### config.mk
export PLATFORM = sky130hd
export DESIGN_NAME = lever_backlight_controller
export DESIGN_NICKNAME = d
export VERILOG_FILES = /design/src/rtl/lbc_pkg.sv /design/src/rtl/lbc_debounce.sv /design/src/rtl/lbc_divider.sv /design/src/rtl/lbc_multiplier.sv /design/src/rtl/lever_backlight_controller.sv
export SDC_FILE = /design/constraint.sdc
export NUM_CORES = 1
export LEC_CHECK = 0
export BUFFER_PORTS_ARGS = -buffer_cell sky130_fd_sc_hd__buf_2
export CAP_MARGIN = 10
export CORE_UTILIZATION = 45
export DETAILED_ROUTE_END_ITERATION = 16
export PLACE_DENSITY = 0.71
export SLEW_MARGIN = 20
export SYNTH_ARGS = -nofsm -noshare
export SYNTH_HDL_FRONTEND = slang
export SYNTH_HIERARCHICAL = 1
export SYNTH_SLANG_ARGS = --single-unit
### constraint.sdc
create_clock -name aclk -period 6.25 [get_ports aclk]
set_input_delay 1.25 -clock aclk [delete_from_list [all_inputs] [get_ports aclk]]
set_output_delay 1.25 -clock aclk [all_outputs]
set_load 0.01 [all_outputs]
### src/rtl/lbc_pkg.sv
// Shared types, constants and decode function of the lever backlight controller.
`default_nettype none
package lbc_pkg;

    // Debounce history.
    localparam int HISTORY_DEPTH = 10;
    localparam int SLOT_W        = (HISTORY_DEPTH > 1) ? $clog2(HISTORY_DEPTH) : 1;

    // Field widths.
    localparam int SAMPLE_W = 8;
    localparam int PINS_W   = 3;
    localparam int TICKS_W  = 16;
    localparam int DUTY_W   = 8;
    localparam int SEL_W    = 5;
    localparam int DVS_W    = 9;
    localparam int CFG_IDX_W = 3;
    localparam int CFG_DATA_W = 16;

    // Register reset values.
    localparam logic [7:0]  MIN_SUPPLY_RST = 8'd95;
    localparam logic [7:0]  NIGHT_BL_RST   = 8'd100;
    localparam logic [7:0]  NIGHT_LV_RST   = 8'd30;
    localparam logic [7:0]  DAY_BL_RST     = 8'd50;
    localparam logic [7:0]  DAY_LV_RST     = 8'd150;
    localparam logic [15:0] MIN_PERIOD_RST = 16'd10000;

    // Duty reported for an unusable measurement.
    localparam logic [7:0] DUTY_INVALID = 8'd1;

    typedef enum logic [CFG_IDX_W-1:0] {
        CFG_MIN_SUPPLY = 3'd0,
        CFG_NIGHT_BL   = 3'd1,
        CFG_NIGHT_LV   = 3'd2,
        CFG_DAY_BL     = 3'd3,
        CFG_DAY_LV     = 3'd4,
        CFG_MIN_PERIOD = 3'd5
    } cfg_index_t;

    // Lever pin patterns.
    localparam logic [PINS_W-1:0] PAT_P = 3'd4;
    localparam logic [PINS_W-1:0] PAT_R = 3'd6;
    localparam logic [PINS_W-1:0] PAT_N = 3'd7;
    localparam logic [PINS_W-1:0] PAT_D = 3'd3;
    localparam logic [PINS_W-1:0] PAT_M = 3'd1;

    // One-hot lever LED codes.
    localparam logic [SEL_W-1:0] SEL_P    = 5'b10000;
    localparam logic [SEL_W-1:0] SEL_R    = 5'b01000;
    localparam logic [SEL_W-1:0] SEL_N    = 5'b00100;
    localparam logic [SEL_W-1:0] SEL_D    = 5'b00010;
    localparam logic [SEL_W-1:0] SEL_M    = 5'b00001;
    localparam logic [SEL_W-1:0] SEL_NONE = 5'b00000;

    typedef enum logic [3:0] {
        S_IDLE,
        S_RATIO_GO,
        S_RATIO_WAIT,
        S_GAIN_GO,
        S_GAIN_WAIT,
        S_DUTY_GO,
        S_DUTY_WAIT,
        S_BL_GO,
        S_BL_WAIT,
        S_LV_GO,
        S_LV_WAIT,
        S_OUT
    } state_t;

    function automatic logic [SEL_W-1:0] decode_lever(input logic [PINS_W-1:0] pat);
        logic [SEL_W-1:0] sel;
        case (pat)
            PAT_P:   sel = SEL_P;
            PAT_R:   sel = SEL_R;
            PAT_N:   sel = SEL_N;
            PAT_D:   sel = SEL_D;
            PAT_M:   sel = SEL_M;
            default: sel = SEL_NONE;
        endcase
        return sel;
    endfunction

endpackage
`default_nettype wire

### src/rtl/lbc_debounce.sv
// Lever pin history, settle detection and one-hot decode of the stable pattern.
`default_nettype none
module lbc_debounce (
    input  wire logic                       aclk,
    input  wire logic                       aresetn,
    input  wire logic                       sample,
    input  wire logic [lbc_pkg::PINS_W-1:0] pins,
    output logic      [lbc_pkg::SEL_W-1:0]  lever_select
);

    logic [lbc_pkg::PINS_W-1:0] hist_reg [lbc_pkg::HISTORY_DEPTH];
    logic [lbc_pkg::SLOT_W-1:0] slot_reg;
    logic [lbc_pkg::SLOT_W-1:0] slot_next;
    logic [lbc_pkg::PINS_W-1:0] stable_reg;
    logic [lbc_pkg::PINS_W-1:0] stable_next;
    logic                       settled;

    always_comb begin
        settled = 1'b1;
        for (int i = 1; i < lbc_pkg::HISTORY_DEPTH; i++) begin
            if (hist_reg[i] != hist_reg[0]) begin
                settled = 1'b0;
            end
        end
        stable_next = settled ? hist_reg[0] : stable_reg;
        if (slot_reg == lbc_pkg::SLOT_W'(lbc_pkg::HISTORY_DEPTH - 1)) begin
            slot_next = '0;
        end else begin
            slot_next = slot_reg + lbc_pkg::SLOT_W'(1);
        end
    end

    // The history only changes on a new sample, so following it every cycle
    // gives the same stable pattern as checking once after each write.
    always_ff @(posedge aclk) begin
        if (!aresetn) begin
            for (int i = 0; i < lbc_pkg::HISTORY_DEPTH; i++) begin
                hist_reg[i] <= '0;
            end
            slot_reg   <= '0;
            stable_reg <= '0;
        end else begin
            stable_reg <= stable_next;
            if (sample) begin
                hist_reg[slot_reg] <= pins;
                slot_reg           <= slot_next;
            end
        end
    end

    assign lever_select = lbc_pkg::decode_lever(stable_reg);

endmodule
`default_nettype wire

### src/rtl/lbc_divider.sv
// Restoring divider that produces one quotient bit per cycle.
`default_nettype none
module lbc_divider (
    input  wire logic                        aclk,
    input  wire logic                        aresetn,
    input  wire logic                        start,
    input  wire logic [lbc_pkg::TICKS_W-1:0] dividend,
    input  wire logic [lbc_pkg::DVS_W-1:0]   divisor,
    output logic                             done,
    output logic      [lbc_pkg::TICKS_W-1:0] quotient
);

    localparam int CNT_W = $clog2(lbc_pkg::TICKS_W);

    logic                        busy_reg;
    logic                        done_reg;
    logic [CNT_W-1:0]            cnt_reg;
    logic [lbc_pkg::TICKS_W-1:0] qd_reg;
    logic [lbc_pkg::DVS_W-1:0]   rem_reg;
    logic [lbc_pkg::DVS_W-1:0]   dvs_reg;
    logic [lbc_pkg::DVS_W:0]     trial;
    logic [lbc_pkg::DVS_W:0]     diff;
    logic                        fits;

    // Shifted partial remainder against the divisor; a zero divisor always
    // fits, which yields an all-ones quotient.
    always_comb begin
        trial = {rem_reg, qd_reg[lbc_pkg::TICKS_W-1]};
        fits  = (trial >= {1'b0, dvs_reg});
        diff  = trial - {1'b0, dvs_reg};
    end

    always_ff @(posedge aclk) begin
        if (!aresetn) begin
            busy_reg <= 1'b0;
            done_reg <= 1'b0;
            cnt_reg  <= '0;
        end else begin
            done_reg <= 1'b0;
            if (start) begin
                busy_reg <= 1'b1;
                cnt_reg  <= CNT_W'(lbc_pkg::TICKS_W - 1);
            end else if (busy_reg) begin
                cnt_reg <= cnt_reg - CNT_W'(1);
                if (cnt_reg == '0) begin
                    busy_reg <= 1'b0;
                    done_reg <= 1'b1;
                end
            end
        end
    end

    always_ff @(posedge aclk) begin
        if (start) begin
            qd_reg  <= dividend;
            rem_reg <= '0;
            dvs_reg <= divisor;
        end else if (busy_reg) begin
            qd_reg  <= {qd_reg[lbc_pkg::TICKS_W-2:0], fits};
            rem_reg <= fits ? diff[lbc_pkg::DVS_W-1:0] : trial[lbc_pkg::DVS_W-1:0];
        end
    end

    assign done     = done_reg;
    assign quotient = qd_reg;

endmodule
`default_nettype wire

### src/rtl/lbc_multiplier.sv
// Shift-and-add multiplier that takes one multiplier bit per cycle.
`default_nettype none
module lbc_multiplier (
    input  wire logic                       aclk,
    input  wire logic                       aresetn,
    input  wire logic                       start,
    input  wire logic [lbc_pkg::DUTY_W-1:0] mcand,
    input  wire logic [lbc_pkg::DUTY_W-1:0] mplier,
    output logic                            done,
    output logic      [2*lbc_pkg::DUTY_W-1:0] product
);

    localparam int W     = lbc_pkg::DUTY_W;
    localparam int CNT_W = $clog2(W);

    logic             busy_reg;
    logic             done_reg;
    logic [CNT_W-1:0] cnt_reg;
    logic [W-1:0]     mcand_reg;
    logic [2*W-1:0]   prod_reg;
    logic [W:0]       sum;

    // Upper half sums; lower half holds low product and unused multiplier bits.
    assign sum = {1'b0, prod_reg[2*W-1:W]} + (prod_reg[0] ? {1'b0, mcand_reg} : '0);

    always_ff @(posedge aclk) begin
        if (!aresetn) begin
            busy_reg <= 1'b0;
            done_reg <= 1'b0;
            cnt_reg  <= '0;
        end else begin
            done_reg <= 1'b0;
            if (start) begin
                busy_reg <= 1'b1;
                cnt_reg  <= CNT_W'(W - 1);
            end else if (busy_reg) begin
                cnt_reg <= cnt_reg - CNT_W'(1);
                if (cnt_reg == '0) begin
                    busy_reg <= 1'b0;
                    done_reg <= 1'b1;
                end
            end
        end
    end

    always_ff @(posedge aclk) begin
        if (start) begin
            mcand_reg <= mcand;
            prod_reg  <= {{W{1'b0}}, mplier};
        end else if (busy_reg) begin
            prod_reg <= {sum, prod_reg[W-1:1]};
        end
    end

    assign done    = done_reg;
    assign product = prod_reg;

endmodule
`default_nettype wire

### src/rtl/lever_backlight_controller.sv
// Top level of the lever backlight controller: sequencer, registers and stream ports.
`default_nettype none
// Channel   Direction  Bits  Contents
// s_        in         72+3  supply samples, lever pins, PWM times; PWM flags in tuser
// m_        out        40+1  duties, lever LED, input duty, gain; lever fault in tuser
// cfg_      in         3+16  register index and write data, write on cfg_we
//
// One word is taken at a time; the next one can be taken in the cycle after a result is loaded.
// The result is loaded after the gain ratio division and gain multiplication for an invalid lever
// pattern, after the two duty scalings as well otherwise, and after a PWM duty division before
// those when a measurement is divided: the divider and the multiplier are shared and bit-serial.
// Reset is synchronous and active low, loads all register defaults and holds s_tready low.
// A stalled result waits in the output register while the next word is already accepted.
module lever_backlight_controller (
    input  wire logic        aclk,
    input  wire logic        aresetn,
    // s_tdata: supply_sample_a[7:0], supply_sample_b[15:8], supply_sample_c[23:16],
    // supply_sample_d[31:24], lever_pins[34:32], pwm_high_ticks[50:35],
    // pwm_low_ticks[66:51], zero fill [71:67]
    input  wire logic [71:0] s_tdata,
    // s_tuser: pwm_always_high[0], pwm_always_low[1], pwm_measured_ok[2]
    input  wire logic [2:0]  s_tuser,
    input  wire logic        s_tvalid,
    output logic             s_tready,
    // m_tdata: backlight_duty_out[7:0], lever_duty_out[15:8], lever_select[20:16],
    // input_duty[28:21], supply_gain[36:29], zero fill [39:37]
    output logic      [39:0] m_tdata,
    // m_tuser: lever_fault[0]
    output logic      [0:0]  m_tuser,
    output logic             m_tvalid,
    input  wire logic        m_tready,
    input  wire logic        cfg_we,
    input  wire logic [lbc_pkg::CFG_IDX_W-1:0]  cfg_index,
    input  wire logic [lbc_pkg::CFG_DATA_W-1:0] cfg_wdata
);

    // Configuration registers.
    logic [7:0]  min_supply_reg;
    logic [7:0]  night_bl_reg;
    logic [7:0]  night_lv_reg;
    logic [7:0]  day_bl_reg;
    logic [7:0]  day_lv_reg;
    logic [15:0] min_period_reg;

    always_ff @(posedge aclk) begin
        if (!aresetn) begin
            min_supply_reg <= lbc_pkg::MIN_SUPPLY_RST;
            night_bl_reg   <= lbc_pkg::NIGHT_BL_RST;
            night_lv_reg   <= lbc_pkg::NIGHT_LV_RST;
            day_bl_reg     <= lbc_pkg::DAY_BL_RST;
            day_lv_reg     <= lbc_pkg::DAY_LV_RST;
            min_period_reg <= lbc_pkg::MIN_PERIOD_RST;
        end else if (cfg_we) begin
            case (cfg_index)
                lbc_pkg::CFG_MIN_SUPPLY: min_supply_reg <= cfg_wdata[7:0];
                lbc_pkg::CFG_NIGHT_BL:   night_bl_reg   <= cfg_wdata[7:0];
                lbc_pkg::CFG_NIGHT_LV:   night_lv_reg   <= cfg_wdata[7:0];
                lbc_pkg::CFG_DAY_BL:     day_bl_reg     <= cfg_wdata[7:0];
                lbc_pkg::CFG_DAY_LV:     day_lv_reg     <= cfg_wdata[7:0];
                lbc_pkg::CFG_MIN_PERIOD: min_period_reg <= cfg_wdata;
                default: ;
            endcase
        end
    end

    lbc_pkg::state_t state_reg;
    lbc_pkg::state_t state_next;

    logic s_accept;
    // No word is taken while reset is applied.
    assign s_tready = aresetn && (state_reg == lbc_pkg::S_IDLE);
    assign s_accept = s_tvalid && s_tready;

    // The supply average is formed and clamped as the word is taken; the period
    // sum is registered too so that the validity checks start from registers.
    logic [9:0]  supply_sum;
    logic [7:0]  supply_avg;
    logic [7:0]  avg_clamped;
    logic [15:0] period_in;

    always_comb begin
        supply_sum  = {2'b00, s_tdata[7:0]} + {2'b00, s_tdata[15:8]}
                    + {2'b00, s_tdata[23:16]} + {2'b00, s_tdata[31:24]};
        supply_avg  = supply_sum[9:2];
        avg_clamped = (supply_avg < min_supply_reg) ? min_supply_reg : supply_avg;
        period_in   = s_tdata[50:35] + s_tdata[66:51];
    end

    logic [7:0]  avg_reg;
    logic [15:0] high_reg;
    logic [15:0] period_reg;
    logic        always_high_reg;
    logic        always_low_reg;
    logic        measured_ok_reg;
    logic [7:0]  ratio_reg;
    logic [7:0]  gain_reg;
    logic [7:0]  bl_reg;
    logic [7:0]  lv_reg;
    logic [7:0]  held_duty_reg;
    logic [39:0] m_tdata_reg;
    logic        m_fault_reg;
    logic        m_tvalid_reg;

    logic [lbc_pkg::SEL_W-1:0] lever_select;

    lbc_debounce u_debounce (
        .aclk         (aclk),
        .aresetn      (aresetn),
        .sample       (s_accept),
        .pins         (s_tdata[34:32]),
        .lever_select (lever_select)
    );

    // Shared divider: first the gain ratio, then the PWM duty.
    logic        div_start;
    logic        div_done;
    logic [15:0] div_dividend;
    logic [8:0]  div_divisor;
    logic [15:0] div_quot;
    logic [8:0]  duty_divisor;

    lbc_divider u_divider (
        .aclk     (aclk),
        .aresetn  (aresetn),
        .start    (div_start),
        .dividend (div_dividend),
        .divisor  (div_divisor),
        .done     (div_done),
        .quotient (div_quot)
    );

    // Shared multiplier: the ratio squared into the gain, then the two duty scalings.
    logic        mul_start;
    logic        mul_done;
    logic [7:0]  mul_a;
    logic [7:0]  mul_b;
    logic [15:0] mul_prod;

    lbc_multiplier u_multiplier (
        .aclk    (aclk),
        .aresetn (aresetn),
        .start   (mul_start),
        .mcand   (mul_a),
        .mplier  (mul_b),
        .done    (mul_done),
        .product (mul_prod)
    );

    logic use_day_duty;
    logic measure;
    logic duty_invalid;
    logic out_free;

    always_comb begin
        // Divisor is the period over 256, rounded on the low byte.
        duty_divisor = {1'b0, period_reg[15:8]} + {8'b0, period_reg[7]};
        duty_invalid = (high_reg == '0) || (period_reg == '0) || (high_reg >= period_reg)
                    || (period_reg < min_period_reg) || (duty_divisor == '0);
        use_day_duty = !always_high_reg && always_low_reg;
        measure      = !always_high_reg && !always_low_reg && measured_ok_reg;
        out_free     = !m_tvalid_reg || m_tready;
    end

    always_comb begin
        state_next   = state_reg;
        div_start    = 1'b0;
        mul_start    = 1'b0;
        div_dividend = {min_supply_reg, 8'h00};
        div_divisor  = {1'b0, avg_reg};
        mul_a        = ratio_reg;
        mul_b        = ratio_reg;
        case (state_reg)
            lbc_pkg::S_IDLE: begin
                if (s_accept) begin
                    state_next = lbc_pkg::S_RATIO_GO;
                end
            end
            lbc_pkg::S_RATIO_GO: begin
                div_start  = 1'b1;
                state_next = lbc_pkg::S_RATIO_WAIT;
            end
            lbc_pkg::S_RATIO_WAIT: begin
                if (div_done) begin
                    state_next = lbc_pkg::S_GAIN_GO;
                end
            end
            lbc_pkg::S_GAIN_GO: begin
                mul_start  = 1'b1;
                state_next = lbc_pkg::S_GAIN_WAIT;
            end
            lbc_pkg::S_GAIN_WAIT: begin
                if (mul_done) begin
                    if (lever_select == lbc_pkg::SEL_NONE) begin
                        state_next = lbc_pkg::S_OUT;
                    end else if (measure && !duty_invalid) begin
                        state_next = lbc_pkg::S_DUTY_GO;
                    end else begin
                        state_next = lbc_pkg::S_BL_GO;
                    end
                end
            end
            lbc_pkg::S_DUTY_GO: begin
                div_start    = 1'b1;
                div_dividend = high_reg;
                div_divisor  = duty_divisor;
                state_next   = lbc_pkg::S_DUTY_WAIT;
            end
            lbc_pkg::S_DUTY_WAIT: begin
                if (div_done) begin
                    state_next = lbc_pkg::S_BL_GO;
                end
            end
            lbc_pkg::S_BL_GO: begin
                mul_start  = 1'b1;
                mul_a      = use_day_duty ? day_bl_reg : night_bl_reg;
                mul_b      = gain_reg;
                state_next = lbc_pkg::S_BL_WAIT;
            end
            lbc_pkg::S_BL_WAIT: begin
                if (mul_done) begin
                    state_next = lbc_pkg::S_LV_GO;
                end
            end
            lbc_pkg::S_LV_GO: begin
                mul_start  = 1'b1;
                mul_a      = use_day_duty ? day_lv_reg : night_lv_reg;
                mul_b      = gain_reg;
                state_next = lbc_pkg::S_LV_WAIT;
            end
            lbc_pkg::S_LV_WAIT: begin
                if (mul_done) begin
                    state_next = lbc_pkg::S_OUT;
                end
            end
            lbc_pkg::S_OUT: begin
                if (out_free) begin
                    state_next = lbc_pkg::S_IDLE;
                end
            end
            default: begin
                state_next = lbc_pkg::S_IDLE;
            end
        endcase
    end

    always_ff @(posedge aclk) begin
        if (!aresetn) begin
            state_reg     <= lbc_pkg::S_IDLE;
            held_duty_reg <= '0;
            m_tvalid_reg  <= 1'b0;
        end else begin
            state_reg <= state_next;
            if (state_reg == lbc_pkg::S_GAIN_WAIT && mul_done
                    && lever_select != lbc_pkg::SEL_NONE && measure && duty_invalid) begin
                held_duty_reg <= lbc_pkg::DUTY_INVALID;
            end else if (state_reg == lbc_pkg::S_DUTY_WAIT && div_done) begin
                held_duty_reg <= div_quot[7:0];
            end
            if (state_reg == lbc_pkg::S_OUT && out_free) begin
                m_tvalid_reg <= 1'b1;
            end else if (m_tready) begin
                m_tvalid_reg <= 1'b0;
            end
        end
    end

    // Payload registers.
    always_ff @(posedge aclk) begin
        if (s_accept) begin
            avg_reg         <= avg_clamped;
            high_reg        <= s_tdata[50:35];
            period_reg      <= period_in;
            always_high_reg <= s_tuser[0];
            always_low_reg  <= s_tuser[1];
            measured_ok_reg <= s_tuser[2];
            bl_reg          <= '0;
            lv_reg          <= '0;
        end
        if (state_reg == lbc_pkg::S_RATIO_WAIT && div_done) begin
            // The ratio saturates at full scale.
            ratio_reg <= (div_quot[15:8] != '0) ? 8'hFF : div_quot[7:0];
        end
        if (state_reg == lbc_pkg::S_GAIN_WAIT && mul_done) begin
            gain_reg <= mul_prod[15:8];
        end
        if (state_reg == lbc_pkg::S_BL_WAIT && mul_done) begin
            bl_reg <= mul_prod[15:8];
        end
        if (state_reg == lbc_pkg::S_LV_WAIT && mul_done) begin
            lv_reg <= mul_prod[15:8];
        end
        if (state_reg == lbc_pkg::S_OUT && out_free) begin
            m_tdata_reg <= {3'b000, gain_reg, held_duty_reg, lever_select, lv_reg, bl_reg};
            m_fault_reg <= (lever_select == lbc_pkg::SEL_NONE);
        end
    end

    assign m_tdata  = m_tdata_reg;
    assign m_tuser  = m_fault_reg;
    assign m_tvalid = m_tvalid_reg;

endmodule
`default_nettype wire
* Word level (Yosys, flattened, before mapping)
Memory sizes are Yosys's and may differ from the RTL's. Index checks and enable logic that the tools add are counted.
Storage, ports and cells: bits in registers 258, RAM bits 30, input port bits 99, output and inout bits 43, word-level logic and storage cells 209, memories kept 1
Memories:
- u_debounce.hist_reg | words 10, width 3, rd ports 10, clocked after Yosys merged registers in 0, write ports 10, RTL line lbc_debounce.sv:11 | logic [lbc_pkg::PINS_W-1:0] hist_reg [lbc_pkg::HISTORY_DEPTH];
Cells by class: add/sub/neg operators 10, magnitude comparators 4, equality and inequality tests 38, multiplexer cells 62, bitwise logic cells 3, reduce and logical (&&, ||, !) cells 54
Operators by type and width (count):
- $mux W8 | 11
- $mux W16 | 3
- $mux W4 | 12
- $pmux W4 S12 | 1
- $logic_not A16 Y1 | 2
- $mux W1 | 28
- $ne A3 B3 Y1 | 9
- $pmux W5 S5 | 1
- $eq A4 B4 Y1 const B | 5
- $add A8 B8 Y9 | 2
- $add A16 B16 Y16 | 1
- $eq A4 B3 Y1 const B | 4
- $ge A16 B16 Y1 | 1
- $lt A16 B16 Y1 | 1
- $pmux W8 S2 | 1
- $eq A3 B3 Y1 const B | 5
- $logic_and A1 B1 Y1 | 15
- $reduce_and A2 Y1 | 6
- $reduce_bool A2 Y1 | 6
- $reduce_or A3 Y1 | 4
- $add A10 B8 Y10 | 1
- $add A9 B8 Y10 | 1
- $ge A10 B9 Y1 | 1
- $ne A2 B1 Y1 const B | 5
- 25 further kinds | 45

* Longest topological paths before layout
word-level depth 11, gate-level depth with buffers 16, gate-level depth less buffers 16

* By module
Netlist, hierarchy kept.
By module, submodules not included:
- lever_backlight_controller | instances 1, cells an instance 958, area an instance 9840.7 sq um, seq. area each 4774.6 sq um
- lbc_divider | instances 1, cells an instance 174, area an instance 2057.0 sq um, seq. area each 1051.0 sq um
- lbc_debounce | instances 1, cells an instance 159, area an instance 1686.6 sq um, seq. area each 1041.0 sq um
- lbc_multiplier | instances 1, cells an instance 123, area an instance 1470.2 sq um, seq. area each 740.7 sq um

* Worst setup path before layout
No wires, ideal clock.
kind input port to flip-flop, start point in s_tdata[1], end point reg avg_reg[1], data pin, library setup time 0.260 ns, arrival time 4.758 ns, slack 1.232 ns, cell stages on the path 15, path buffers 0, cells stage by stage inv_1 fa_1 inv_1 fa_1 nand3b_1 fa_1 nor2b_1 o21ai_1 a21boi_0 o21ai_0 a21oi_1 ha_1 a2111oi_0 a21oi_2 mux2_2
On the way: cells in the longest elaborated chain, start to end 5
Ends and longest elaborated chain:
- from (decl) | RTL line lever_backlight_controller.sv:20 | input wire logic [71:0] s_tdata,
- $add A8 B8 Y9 * | RTL line lever_backlight_controller.sv:82 | supply_sum = {2'b00, s_tdata[7:0]} + {2'b00, s_tdata[15:8]}
- $add A9 B8 Y10 * | RTL line lever_backlight_controller.sv:83 | + {2'b00, s_tdata[23:16]} + {2'b00, s_tdata[31:24]};
- $add A10 B8 Y10 * | RTL line lever_backlight_controller.sv:83
- $lt A8 B8 Y1 | RTL line lever_backlight_controller.sv:85 | avg_clamped = (supply_avg < min_supply_reg) ? min_supply_reg : supply_avg;
- $mux W8 * | RTL line lever_backlight_controller.sv:85
- net avg_clamped[1] | RTL line lever_backlight_controller.sv:78 | logic [7:0] avg_clamped;
- to (signal assigned) | RTL line lever_backlight_controller.sv:270 | avg_reg <= avg_clamped;
- to (decl) | RTL line lever_backlight_controller.sv:89 | logic [7:0] avg_reg;
Mark *: on every way through the listed nets, which the timed path passes. The rest lies on a longest branch. A chain may end at the register's enable or synchronous reset.

* Worst setup path in the final report
Same ends and word-level chain as after synthesis.

==> metrics.md <==
| Metric | Value |
|---|---|
| R2R cell count | `8` |
| Pins over their slew limit | `0` |
| Post-route DRC | `0` |
| RSZ-0062 raised after global routing | `no` |
| Commonest non-fill, non-tap cell in the layout | `nand2_1` |
| Number of global-route vias before repair | `10,293` |
| Number of CTS-inserted buffers | `29` |
| DIE AREA | `34,200 sq um` |
| Crit end category | `flip-flop` |
| Fillers | `2,956` |
| Final Hold Vio Count | `0` |
| Clock sinks | `288` |
| Worst path max stage delay | `0.53 ns` |
| Post-Route WL | `31,500 microns` |
| Worst Hold Class | `reg -> reg` |
| Post-Layout Inst Area | `17,100 sq um` |
| Worst Hold Launch | `bl_reg[7]$_SDFFCE_PN0P_` |
| DR WL/cell | `15.7 microns` |
| Worst path cell trace | `buf_2 > inv_1 > fa_1 > inv_1 > fa_1 > nand3b_1 > fa_1 > nor2b_1 > o21ai_1 > a21boi_0 > o21ai_0 > a21oi_1 > ha_1 > a2111oi_0 > a21oi_2 > mux2_2` |
| Max-cap violations | `0` |
| Fmax | `205 MHz` |
| VDD IR max | `206 uV` |
| Post-synth top area cell | `edfxtp_1` |
| Critical path startpoint category | `input port` |
| Power per cell area | `301 nW/um^2` |
| R2r setup slk | `3.35 ns` |
| Routed via count | `10,582` |
| Tcrit/Tclk final | `77.9%` |
| Post-synth ARST share | `0%` |
| Clock transition at the registers of the reported paths | `0.06 ns` |
| Worst-case clock buffer depth | `3` |
| Initial antenna violation count | `1` |
| Skew final | `0.0137 ns` |
| Total grt overflow | `0` |
| First-pass GRT wire length | `50,900 microns` |
| Seq cells post-synth | `288` |
| Drt via density | `5.28` |
| Hold Worst Slack | `0.419 ns` |
| RR Endpoint | `u_debounce/hist_reg[6][0]$_SDFFCE_PN0P_` |
| CTS H-tree lvls | `1` |
| DRT Pass-1 Iters | `6` |
| Clk_lat worst skew | `0.55 ns` |
| Total GRT Usage | `18.6%` |
| Synth top area cells | `edfxtp_1 37%, dfxtp_1 14%, ha_1 6.8%` |
| Chip height | `185 microns` |
| Slowest stage cell, crit path | `fa_1` |
| Synth cell types | `95` |
| Utilization after layout | `52.4%` |
| CP max FO | `8` |
| WS Path Type | `in -> reg` |
| CTS Hold Bufs | `0` |
| Hold-critical path depth | `0` |
| Leak Pwr | `6.78 nW` |
| Sw Share | `27.0%` |
| Boundary Pins | `142` |
| Post-CTS Resized | `0` |
| Reg2reg start | `state_reg[1]$_SDFFE_PN0P_` |
| Max reg flops | `37` |
| Slew headroom | `31.4%` |
| Sequential power share | `44.4%` |
| CP Data Arrival Time | `5.16 ns` |
| Starting Density | `46.0%` |
| Switching power | `1.39 mW` |
| Gate Count Post-Synth | `1,414` |
| Gpl congestion | `0.892` |
| Post-synth EDFFs | `184` |
| Clk pwr share | `35.5%` |
| Die X | `185 microns` |
| YS warnings | `6` |
| Status | `complete, no violations` |
| # nets final | `1,738` |
| Worst Hold Endpoint | `m_tdata[7]$_DFFE_PP_` |
| Main synth FF type | `edfxtp_1` |
| Most frequent cells in the layout | `203 x nand2_1, 184 x edfxtp_1, 133 x buf_2` |
| Port bufs | `133` |
| Root buf cell | `clkbuf_16` |
| Core outline area | `32,700 sq um` |
| Antenna-violating nets left | `0` |
| Area growth from synthesis to layout | `13.9%` |
| Tightest Pin Transition | `1.02 ns` |
| Post-CTS setup buffers | `0` |
| Minimum clock period | `4.87 ns` |
| Layout cell share with drive strength beyond 1 | `17.4%` |
| Post-DP Area | `16,100 sq um` |
| Final Power | `5.16 mW` |
| Final HPWL DP | `23,200 microns` |
| CTS tree | `done` |
| Most common cell on crit path | `fa_1` |
| Combinational group share of total power | `20.2%` |
| Iteration-0 DRC count of the detailed router | `838` |
| Post-Syn Area per Cell | `10.6 sq um` |
| Post-synthesis sequential area ratio | `50.5%` |
| Largest net degree at the start of global routing | `99` |
| Internal power | `3.77 mW` |
| Critical Path RT | `6.54 ns` |
| Synthesized area | `15,100 sq um` |
| Setup TNS | `0 ns` |
| Final setup vio count | `0` |
| Core Rows | `66` |
| Yosys top cell area share | `36.7%` |
-- how the worst max path moves through the flow --
stage / startpoint / to / slack [ns] / cells past startpoint
2_1_floorplan: s_tdata[1] / avg_reg[1]$_DFFE_PP_ / 1.23 / 15
3_3_place_gp: s_tdata[1] / avg_reg[7]$_DFFE_PP_ / 0.88 / 16
3_5_place_dp: s_tdata[1] / avg_reg[4]$_DFFE_PP_ / 0.82 / 16
4_1_cts: s_tdata[1] / avg_reg[1]$_DFFE_PP_ / 1.37 / 16
5_1_grt: s_tdata[1] / avg_reg[4]$_DFFE_PP_ / 1.06 / 16
6_report: s_tdata[1] / avg_reg[1]$_DFFE_PP_ / 1.38 / 16
-- area by class of cell --
cell class	count	area, sq um	area share, %
antenna	1	2.50	0.0146
sequential	288	7610	44.4
timing repair buffer	141	726	4.23
inverter	122	458	2.67
tap	442	553	3.22
clock buffer	37	776	4.52
clock inverter	17	236	1.38
multi-input combinational	956	6790	39.6
-- synth_stat cells (6+ instances only) --
| library cell | count |
|---|---|
| a211oi_1 | 9 |
| xnor2_1 | 27 |
| and4_1 | 6 |
| o21bai_1 | 6 |
| clkbuf_1 | 30 |
| or2_2 | 14 |
| edfxtp_1 | 184 |
| o221ai_1 | 8 |
| and2_1 | 37 |
| buf_2 | 11 |
| and3_1 | 11 |
| ha_1 | 82 |
| or4_1 | 7 |
| a21o_1 | 13 |
| nand4_1 | 12 |
| mux2i_1 | 35 |
| o211ai_1 | 16 |
| fa_1 | 19 |
| nor2b_1 | 18 |
| inv_1 | 122 |
| a21oi_1 | 42 |
| a21boi_0 | 37 |
| nor3b_1 | 13 |
| xor2_1 | 10 |
| nor2_1 | 79 |
| o21a_1 | 17 |
| nand2_1 | 203 |
| nand3_1 | 34 |
| mux2_2 | 34 |
| nor3_1 | 19 |
| nor4_1 | 12 |
| o21ai_0 | 39 |
| dfxtp_1 | 104 |
-- worst max-delay path, delay by kind of cell --
family,cells,cell delay [ns]
adders and majority gates,4,1.73
and+or+nand+nor,2,0.22
muxes,1,0.32
AOI/OAI and AO/OA,6,1.47
buffers and inverters,3,0.16
-- layer usage --
metal | up-vias | part of all wire [%] | wire [microns] | global-route usage (%)
met5 | - | 0 | 0 | 0
met4 | 0 | 3.9 | 1230 | 7.37
met3 | 70 | 4.9 | 1540 | 2.58
met2 | 284 | 46 | 14500 | 31.3
met1 | 4960 | 45 | 14200 | 24.1
li1 | 5268 | - | - | -
-- through the flow --
step           setup WS, ns  std cells
6_report               1.38       2004
5_1_grt                1.06       2003
3_5_place_dp          0.822       1949
2_1_floorplan          1.23       1416
4_1_cts                1.37       2003
3_3_place_gp          0.877       1949
-- logic make-up (layout without fill, tap and decap cells) --
family / count (synthesis) / in the layout / synth area share (%)
AND/OR/NAND/NOR: 497 / 497 / 16.2
flip-flops: 288 / 288 / 50.5
AO/OA/AOI/OAI: 248 / 248 / 12.2
buffers and inverters: 172 / 317 / 4.55
adder cells (fa/ha/maj): 101 / 101 / 9.34
multiplexers: 70 / 70 / 4.97
XOR/XNOR: 37 / 37 / 2.15
other: 1 / 4 / 0.0249
-- power groups by stage --
stage          combinational (mW)  clock, mW  sequential (mW)
6_report                     1.04       1.83             2.29
2_1_floorplan               0.840          0             2.27
5_1_grt                      1.17       1.93             2.30
3_3_place_gp                 1.00          0             2.33
3_5_place_dp                 1.03          0             2.33
4_1_cts                      1.04       1.86             2.29
Note: power is estimated with default switching activity, not from simulation.
